$ cat config.mk
export PLATFORM = sky130hd
export DESIGN_NAME = msb_first_varint_encoder_top_flat
export DESIGN_NICKNAME = d
export VERILOG_FILES = /design/src/hdl/mve_pkg.sv /design/src/hdl/mve_if.sv /design/src/hdl/msb_first_varint_encoder_top.sv /design/src/hdl/mve_mag.sv /design/src/flat_wrapper.sv
export SDC_FILE = /design/constraint.sdc
export NUM_CORES = 1
export LEC_CHECK = 0
export BUFFER_PORTS_ARGS = -buffer_cell sky130_fd_sc_hd__buf_2
export CAP_MARGIN = 25
export CORE_MARGIN = 2
export CORE_UTILIZATION = 53
export CTS_CLUSTER_DIAMETER = 40
export DETAILED_ROUTE_END_ITERATION = 16
export PLACE_DENSITY = 0.77
export RECOVER_POWER = 25
export SKIP_LAST_GASP = 1
export SLEW_MARGIN = 30
export SYNTH_ARGS = -nofsm -noshare
export SYNTH_HDL_FRONTEND = slang
export SYNTH_SLANG_ARGS = --single-unit
$ cat constraint.sdc
create_clock -name i_clk -period 4.3 [get_ports i_clk]
set_clock_uncertainty 0.15 [all_clocks]
set_input_delay 1.075 -clock i_clk [delete_from_list [all_inputs] [get_ports i_clk]]
set_output_delay 1.075 -clock i_clk [all_outputs]
set_load 0.03 [all_outputs]
$ cat src/hdl/mve_pkg.sv
// package for the msb-first varint encoder
// holds widths, the mode code and the sequencer state type; no dependencies
`default_nettype none

package mve_pkg;

    localparam int IN_VALUE_W          = 64;
    localparam int BYTE_W              = 8;
    localparam int GROUP_W             = 7;
    localparam int DEFAULT_VALUE_WIDTH = 64;

    localparam logic OP_UNSIGNED = 1'b0;
    localparam logic OP_SIGNED   = 1'b1;

    typedef enum logic [1:0] {
        ST_IDLE,
        ST_SCAN,
        ST_EMIT
    } t_state;

endpackage

`default_nettype wire

$ cat src/hdl/mve_if.sv
// valid/ready channel interfaces for the msb-first varint encoder
// depends on mve_pkg for payload widths
`default_nettype none

interface mve_in_if;
    logic                           valid;
    logic                           ready;
    logic                           op;
    logic [mve_pkg::IN_VALUE_W-1:0] value;

    modport source (output valid, output op, output value, input ready);
    modport sink   (input valid, input op, input value, output ready);
endinterface

interface mve_out_if;
    logic                       valid;
    logic                       ready;
    logic [mve_pkg::BYTE_W-1:0] out_byte;
    logic                       last;

    modport source (output valid, output out_byte, output last, input ready);
    modport sink   (input valid, input out_byte, input last, output ready);
endinterface

`default_nettype wire

$ cat src/hdl/msb_first_varint_encoder_top.sv
// top level of the msb-first base-128 varint encoder
// depends on mve_pkg, mve_in_if, mve_out_if and mve_mag
`default_nettype none

// One item enters when the block is idle. Its word, padded to NG = ceil(VALUE_WIDTH/7)
// groups of 7 bits, goes into one shift register; a 7-bit shifter then drops leading zero
// groups one per cycle, then sends one byte per cycle from the top group while the output
// register is free; an output stall holds the byte. A new item is taken only once the
// last group of the item before it has been loaded into the output register.
// The last byte waits in the output register while the next item is accepted.
module msb_first_varint_encoder_top #(
    parameter int VALUE_WIDTH = mve_pkg::DEFAULT_VALUE_WIDTH
) (
    input  wire logic i_clk,
    input  wire logic i_rst_n,
    mve_in_if.sink    i_in,
    mve_out_if.source o_out
);
    import mve_pkg::*;

    localparam int NG = (VALUE_WIDTH + GROUP_W - 1) / GROUP_W;
    localparam int SW = NG * GROUP_W;
    localparam int CW = $clog2(NG + 1);

    t_state              r_state;
    t_state              n_state;
    logic [SW-1:0]       r_sh;
    logic [CW-1:0]       r_cnt;
    logic                r_out_valid;
    logic [BYTE_W-1:0]   r_out_byte;
    logic                r_out_last;

    logic [VALUE_WIDTH-1:0] w_word;
    logic [GROUP_W-1:0]     w_top;
    logic                   w_is_last;
    logic                   w_out_free;
    logic                   w_accept;
    logic                   w_skip;
    logic                   w_load;

    mve_mag #(
        .VALUE_WIDTH(VALUE_WIDTH)
    ) u_mag (
        .i_op   (i_in.op),
        .i_value(i_in.value[VALUE_WIDTH-1:0]),
        .o_word (w_word)
    );

    assign w_top      = r_sh[SW-1 -: GROUP_W];
    assign w_is_last  = (r_cnt == CW'(1));
    assign w_out_free = !r_out_valid || o_out.ready;
    assign w_accept   = i_in.valid && i_in.ready;

    // input ready, group skip and byte load decode
    always_comb begin
        i_in.ready = (r_state == ST_IDLE);
        w_skip     = (r_state == ST_SCAN) && (w_top == '0) && !w_is_last;
        w_load     = ((r_state == ST_SCAN) || (r_state == ST_EMIT)) && !w_skip && w_out_free;
    end

    // next state
    always_comb begin
        n_state = r_state;
        case (r_state)
            ST_IDLE: begin
                if (w_accept) begin
                    n_state = ST_SCAN;
                end
            end
            ST_SCAN: begin
                if (w_load) begin
                    n_state = w_is_last ? ST_IDLE : ST_EMIT;
                end
            end
            ST_EMIT: begin
                if (w_load && w_is_last) begin
                    n_state = ST_IDLE;
                end
            end
            default: n_state = ST_IDLE;
        endcase
    end

    always_ff @(posedge i_clk) begin
        if (!i_rst_n) begin
            r_state     <= ST_IDLE;
            r_out_valid <= 1'b0;
            r_cnt       <= '0;
        end else begin
            r_state <= n_state;
            if (w_load) begin
                r_out_valid <= 1'b1;
            end else if (o_out.ready) begin
                r_out_valid <= 1'b0;
            end
            if (w_accept) begin
                r_cnt <= CW'(NG);
            end else if (w_skip || w_load) begin
                r_cnt <= r_cnt - CW'(1);
            end
        end
    end

    always_ff @(posedge i_clk) begin
        if (w_accept) begin
            r_sh <= SW'(w_word);
        end else if (w_skip || w_load) begin
            r_sh <= r_sh << GROUP_W;
        end
        if (w_load) begin
            r_out_byte <= {!w_is_last, w_top};
            r_out_last <= w_is_last;
        end
    end

    assign o_out.valid    = r_out_valid;
    assign o_out.out_byte = r_out_byte;
    assign o_out.last     = r_out_last;

    a_accept_starts: assert property (@(posedge i_clk) disable iff (!i_rst_n)
        w_accept |=> (r_state == ST_SCAN) && (r_cnt == CW'(NG)))
        else $error("accepted item did not start a scan");

    a_busy_count: assert property (@(posedge i_clk) disable iff (!i_rst_n)
        (r_state != ST_IDLE) |-> (r_cnt != '0))
        else $error("group count ran out while busy");

    a_flag_matches_last: assert property (@(posedge i_clk) disable iff (!i_rst_n)
        r_out_valid |-> (r_out_byte[BYTE_W-1] != r_out_last))
        else $error("continuation bit disagrees with last");

    a_final_goes_idle: assert property (@(posedge i_clk) disable iff (!i_rst_n)
        (w_load && w_is_last) |=> (r_state == ST_IDLE) && r_out_last)
        else $error("final byte did not end the item");

endmodule

`default_nettype wire

$ cat src/hdl/mve_mag.sv
// magnitude preparation: turns an input value into the bit word that is cut into groups
// signed mode gives {magnitude, sign}; depends on mve_pkg
`default_nettype none

module mve_mag #(
    parameter int VALUE_WIDTH = mve_pkg::DEFAULT_VALUE_WIDTH
) (
    input  wire logic                   i_op,
    input  wire logic [VALUE_WIDTH-1:0] i_value,
    output logic      [VALUE_WIDTH-1:0] o_word
);
    import mve_pkg::*;

    logic                   w_neg;
    logic [VALUE_WIDTH-1:0] w_min;
    logic [VALUE_WIDTH-1:0] w_mag;

    assign w_neg = (i_op == OP_SIGNED) && i_value[VALUE_WIDTH-1];
    assign w_min = {1'b1, {(VALUE_WIDTH-1){1'b0}}};

    always_comb begin
        if (!w_neg) begin
            w_mag = i_value;
        end else if (i_value == w_min) begin
            w_mag = {1'b0, {(VALUE_WIDTH-1){1'b1}}};
        end else begin
            w_mag = (~i_value) + VALUE_WIDTH'(1);
        end
    end

    always_comb begin
        if (i_op == OP_SIGNED) begin
            o_word = {w_mag[VALUE_WIDTH-2:0], w_neg};
        end else begin
            o_word = i_value;
        end
    end

endmodule

`default_nettype wire

$ cat src/flat_wrapper.sv
// flat-port wrapper written by rule: the top's interface ports become plain ports
module msb_first_varint_encoder_top_flat import mve_pkg::*;
#(
    parameter int VALUE_WIDTH = mve_pkg::DEFAULT_VALUE_WIDTH
)
  (i_clk, i_rst_n, i_in_valid, i_in_op, i_in_value, i_in_ready, o_out_valid, o_out_out_byte, o_out_last, o_out_ready);
  mve_in_if i_in_i ();
  mve_out_if o_out_i ();
  input  wire logic i_clk;
  input  wire logic i_rst_n;
  input wire logic [$bits(i_in_i.valid)-1:0] i_in_valid;
  input wire logic [$bits(i_in_i.op)-1:0] i_in_op;
  input wire logic [$bits(i_in_i.value)-1:0] i_in_value;
  output wire logic [$bits(i_in_i.ready)-1:0] i_in_ready;
  output wire logic [$bits(o_out_i.valid)-1:0] o_out_valid;
  output wire logic [$bits(o_out_i.out_byte)-1:0] o_out_out_byte;
  output wire logic [$bits(o_out_i.last)-1:0] o_out_last;
  input wire logic [$bits(o_out_i.ready)-1:0] o_out_ready;
  assign i_in_i.valid = i_in_valid;
  assign i_in_i.op = i_in_op;
  assign i_in_i.value = i_in_value;
  assign i_in_ready = i_in_i.ready;
  assign o_out_valid = o_out_i.valid;
  assign o_out_out_byte = o_out_i.out_byte;
  assign o_out_last = o_out_i.last;
  assign o_out_i.ready = o_out_ready;
  msb_first_varint_encoder_top #(.VALUE_WIDTH(VALUE_WIDTH)) u_core (.i_clk(i_clk), .i_rst_n(i_rst_n), .i_in(i_in_i), .o_out(o_out_i));
endmodule
== Word level (Yosys, flattened, before mapping) ==
Index checks and enable logic that the tools add are counted.
Word-level totals
  logic and storage cells: 52
  bits of input ports: 69
  output and inout port bits: 11
  flip-flop bits (word level): 86
Operators by class
  bitwise gates (word level): 2
  multiplexer cells: 14
  $add $sub $neg: 2
  equality and inequality tests: 7
  reductions and logical operators: 19
Operator list (number)
  $mux 64: 3
  $mux 63: 2
  $eq 64x64->1 const B: 1
  $add 63x1->63 const B: 1
  $not 63->63: 1
  $mux 2: 4
  $mux 4: 2
  $logic_and 1x1->1: 7
  $logic_not 7->1: 1
  $pmux 2 s3: 1
  $eq 4x1->1 const B: 1
  $ne 2x2->1 const B: 2
  $reduce_bool 2->1: 2
  $sub 4x1->4 const B: 1
  $logic_not 1->1: 3
  $logic_or 1x1->1: 3
  $reduce_and 3->1: 1
  $eq 2x1->1 const B: 1
  $eq 2x2->1 const B: 1
  $logic_not 2->1: 1
  $mux 1: 2
  $ne 2x1->1 const B: 1
  $reduce_or 2->1: 1
  $not 1->1: 1

== Logic depth before layout (Yosys ltp) ==
  depth after elaboration: 9
  depth in mapped cells: 11
  mapped depth without buffers: 8

== By module ==
From an unflattened synthesis, not the netlist that was laid out.
Unflattened totals
  cell total of the unflattened synthesis: 739
  area, all modules: 5972.0 sq um
By module, submodules not included
  msb_first_varint_encoder_top: area each 3612.2 sq um, cells an instance 345, sequential area each 2452.4 sq um, times used 1
  mve_mag: area each 2359.8 sq um, cells an instance 394, sequential area each 0.0 sq um, times used 1

== Worst setup path after synthesis ==
No wires, ideal clock.
  kind: input-to-reg
  start: input i_in_valid
  end: register u_core.r_sh[0], enable pin
  data arrival time: 3.297 ns
  cell stages on the path: 4
  buffers on the path: 2
  setup time: 0.851 ns
  setup slack: 0.002 ns
  data required time: 3.299 ns
  cell sequence: nand2_1 clkbuf_1 buf_1 nand3_1
On the way
  longest elaborated chain between the ends: 2
RTL lines
  from (decl): RTL line flat_wrapper.sv:11  | input wire logic [$bits(i_in_i.valid)-1:0] i_in_valid;
  $logic_and 1x1->1: RTL line msb_first_varint_encoder_top.sv:52  | assign w_accept = i_in.valid && i_in.ready;
  $reduce_bool 2->1 (no source line)
  to (signal assigned): RTL line msb_first_varint_encoder_top.sv:106  | r_sh <= SW'(w_word);
  to (signal assigned): RTL line msb_first_varint_encoder_top.sv:108  | r_sh <= r_sh << GROUP_W;
  to (decl): RTL line msb_first_varint_encoder_top.sv:27  | logic [SW-1:0] r_sh;
Every way passes these cells.
A chain may end at the register's enable or synchronous reset.

== Worst setup path in the final report ==
  start: input i_in_value[63]
  end: register u_core.r_sh[32] (data pin)
On the way
  longest elaborated chain between the ends: 5
  elaborated cells on any way between the ends: 6
  classes of those cells: 1 x eq/ne; 4 x mux; 1 x reduce/logical
RTL lines
  from (decl): RTL line flat_wrapper.sv:13  | input wire logic [$bits(i_in_i.value)-1:0] i_in_value;
  $eq 64x64->1: RTL line mve_mag.sv:24  | end else if (i_value == w_min) begin
  $mux 63: RTL line mve_mag.sv:24
  $mux 63 (*): RTL line mve_mag.sv:22  | if (!w_neg) begin
  $mux 64 (*): RTL line mve_mag.sv:32  | if (i_op == OP_SIGNED) begin
  $mux 64 (*): RTL line msb_first_varint_encoder_top.sv:105  | if (w_accept) begin
Every way passes the cells marked *; elsewhere a longest branch is shown, timed or not.

==> impl_metrics.ini <==
[setup_path]
path_common_cell = nor2_1
slowest_stage = clkbuf_1
reg2reg_setup_slack_ns = 1.35
endpoint_kind = flip-flop
worstSetupPathType = input pin to flip-flop
r2r-end = u_core.r_sh[28]
cp.required_ns = 4.25
reg2reg_depth = 5
timing.rr.start = u_core.r_cnt[0]
startpoint_type = input pin
cp_max_fo = 20
critPathArrivalTime_ns = 3.67
critPathMaxStageDelay_ns = 0.76
crit_chain = clkbuf_1 > nand2_1 > buf_4 > nor2_1 > a211o_1 > nor2_1 > xor2_1 > a21oi_1

[die]
die_h_um = 109
core_mm2 = 0.0108
die_area_mm2 = 0.0119
initial_core_util = 0.541
num_rows = 38
dieWidth_um = 109
io-pin-count = 80

[detailed_routing]
vias = 5570
routed_wl_um = 17300
ant_nets = 0
drtPass1Iterations = 6
drc = 0
avgRoutedWirePerCell_um = 19.7
drtIter0Drc = 578
vias_per_cell = 6.37

[clock_tree]
clkSinkCount = 86
holdBufCountCts = 0
cts-root-buf = clkbuf_8
insertion_delay_ns = 0.38
cts_setup_buffers = 0
cts_tree = built
cts.clk_slew.worst_paths_ns = 0.10
cts_resized = 0
h-tree-depth = 3
cts_made_buffers = 9
clk_path_buf_depth = 2

[min_path]
holdCritPathClass = flip-flop to flip-flop
min_to = u_core.o_out.out_byte[4]
hold_depth = 0
min_from = u_core.r_sh[67]

[timing]
fmax_ghz = 0.269
finalHoldViolCount = 0
max_slew.worst_pin.slew_ns = 1.05
setup_violations = 0
min_period_over_period = 0.866
hold-worst-slack_ns = 0.319
fin_crit_ns = 3.72
slew_headroom = 0.299
rsz0062_at_grt = no
drv_slew = 0
finalSetupTns_ns = 0
layout_setup_ws_ns = 0.578

[finish]
fin_nets = 804
layout_commonest_cell = edfxtp_1
diodes = 0
layout-drive-gt1-share = 0.177
fin_area_mm2 = 0.00665
fill_cells = 947
synthToLayoutAreaGrowth_pct = 13.8
final_cell_mix = edfxtp_1 (73), a21oi_1 (67), buf_2 (67)

[synth]
syn_area_per_cell_um2 = 8.93
synth_top_area_frac = 0.375
syn_nets = 729
ys_seq_area_frac = 0.420
synth.distinct_cells = 60
synth_edf_count = 73
yosys.area.top_type = edfxtp_1
async_flop_share = 0
synth_seq_cells = 86
synthTopCellsByArea = edfxtp_1 (38%), a21oi_1 (5.7%), xnor2_1 (4.5%)
synth_cells = 654
synth-main-ff-cell = edfxtp_1
syn_area_mm2 = 0.00584
synth_warnings = 0

[global_routing]
grt_overflow = 0
grt_max_degree = 46
antenna_found_initial = 0
grt.total_usage = 0.303
grt_pass1_vias = 5389
grt_pass1_wl_um = 27300

[place]
hpwl_um = 12300
gp_congestion = 0.958
placed_cell_area_mm2 = 0.00646
port-buffer-count = 79
post-place-ws_ns = 0.223

[status]
status = finished clean

[run]
max-cap-violations = 0

[power_and_ir_drop]
p_leak_nw = 2.42
power_per_cell_area_mw_per_mm2 = 558
vdd_ir_drop_max_mv = 0.321
-- sequential cells by signal, indices dropped and copies added, names as in the netlist --
register and count:
u_core.r_sh 70, u_core.r_state 2, u_core.r_cnt 4, u_core.o_out.valid 1, u_core.o_out.out_byte 8, u_core.o_out.last 1
-- synth_stat cells, drive strengths merged, types with 2 or more instances --
master,number
a211o,3
a21boi,4
a21oi,67
a22oi,4
a31oi,8
a41o,2
a41oi,5
and2,7
and3,4
and4,2
buf,8
clkbuf,35
dfxtp,13
edfxtp,73
ha,6
inv,10
mux2i,17
nand2,53
nand2b,5
nand3,13
nand4,8
nor2,66
nor2b,4
nor3,25
nor4,15
nor4b,2
o211ai,5
o21ai,52
o221ai,2
o22ai,8
o31ai,6
o41ai,8
or2,3
or3,33
or4,8
or4b,2
xnor2,30
xor2,26
-- critical path: cells and delay by family --
| kind | cells | cell delay [ns] |
|---|---|---|
| xor gates and xnor gates | 1 | 0.19 |
| buffers and inverters | 2 | 1.02 |
| AOI/OAI and AO/OA | 2 | 0.53 |
| and+or+nand+nor | 3 | 0.85 |
-- cell families (layout without fill, tap and decap cells) --
group / Yosys count / after routing / share of synthesized area
AOI/OAI and AO/OA: 182 / 182 / 0.195
xor gates and xnor gates: 56 / 56 / 0.0839
adders and majority gates: 6 / 6 / 0.0128
buffers and inverters: 53 / 133 / 0.0383
DFF: 86 / 86 / 0.420
muxes: 17 / 17 / 0.0291
and+or+nand+nor: 254 / 254 / 0.221
-- cell type report --
class / count / area [um2] / share of cell area
Clock buffer: 9 / 124 / 0.0186
Multi-Input combinational cell: 515 / 3180 / 0.479
Tap cell: 140 / 175 / 0.0264
Timing Repair Buffer: 107 / 603 / 0.0907
Sequential cell: 86 / 2450 / 0.369
Clock inverter: 7 / 73.8 / 0.0111
Inverter: 10 / 37.5 / 0.00565
-- power by group --
part / switching (W) / internal (W) / total, W / leakage (nW)
Clock: 0.000351 / 0.000229 / 0.000580 / 0.101
Combinational: 0.000995 / 0.000446 / 0.00144 / 1.50
Sequential: 0.000146 / 0.00154 / 0.00169 / 0.818
-- layer usage --
metal  part of all wire  vias to the layer above  global-route usage
li1                   -                     2600                   -
met1               0.40                     2623               0.391
met2               0.48                      301               0.504
met3              0.088                       46              0.0514
met4              0.029                        0               0.122
met5                  0                        -                   0
-- worst max-delay path by stage --
stage | start | endpoint | slack, ns | depth (start not counted)
floorplan | i_in_valid | u_core.r_sh[0] | 0.002 | 4
global placement | i_in_value[30] | u_core.r_sh[55] | 0.24 | 7
detailed placement | i_in_value[30] | u_core.r_sh[43] | 0.22 | 7
CTS | i_in_value[30] | u_core.r_sh[43] | 0.63 | 7
global route | i_in_value[63] | u_core.r_sh[32] | 0.46 | 8
finish | i_in_value[63] | u_core.r_sh[32] | 0.58 | 8
-- through the flow --
stage	total power, W	utilization	std cells
2_1_floorplan	0.00267	-	654
3_5_place_dp	0.00314	0.599	858
6_report	0.00371	0.616	874
3_3_place_gp	0.00307	0.598	858
4_1_cts	0.00371	0.617	874
5_1_grt	0.00393	0.616	874
Note: power is estimated with default switching activity, not from simulation.
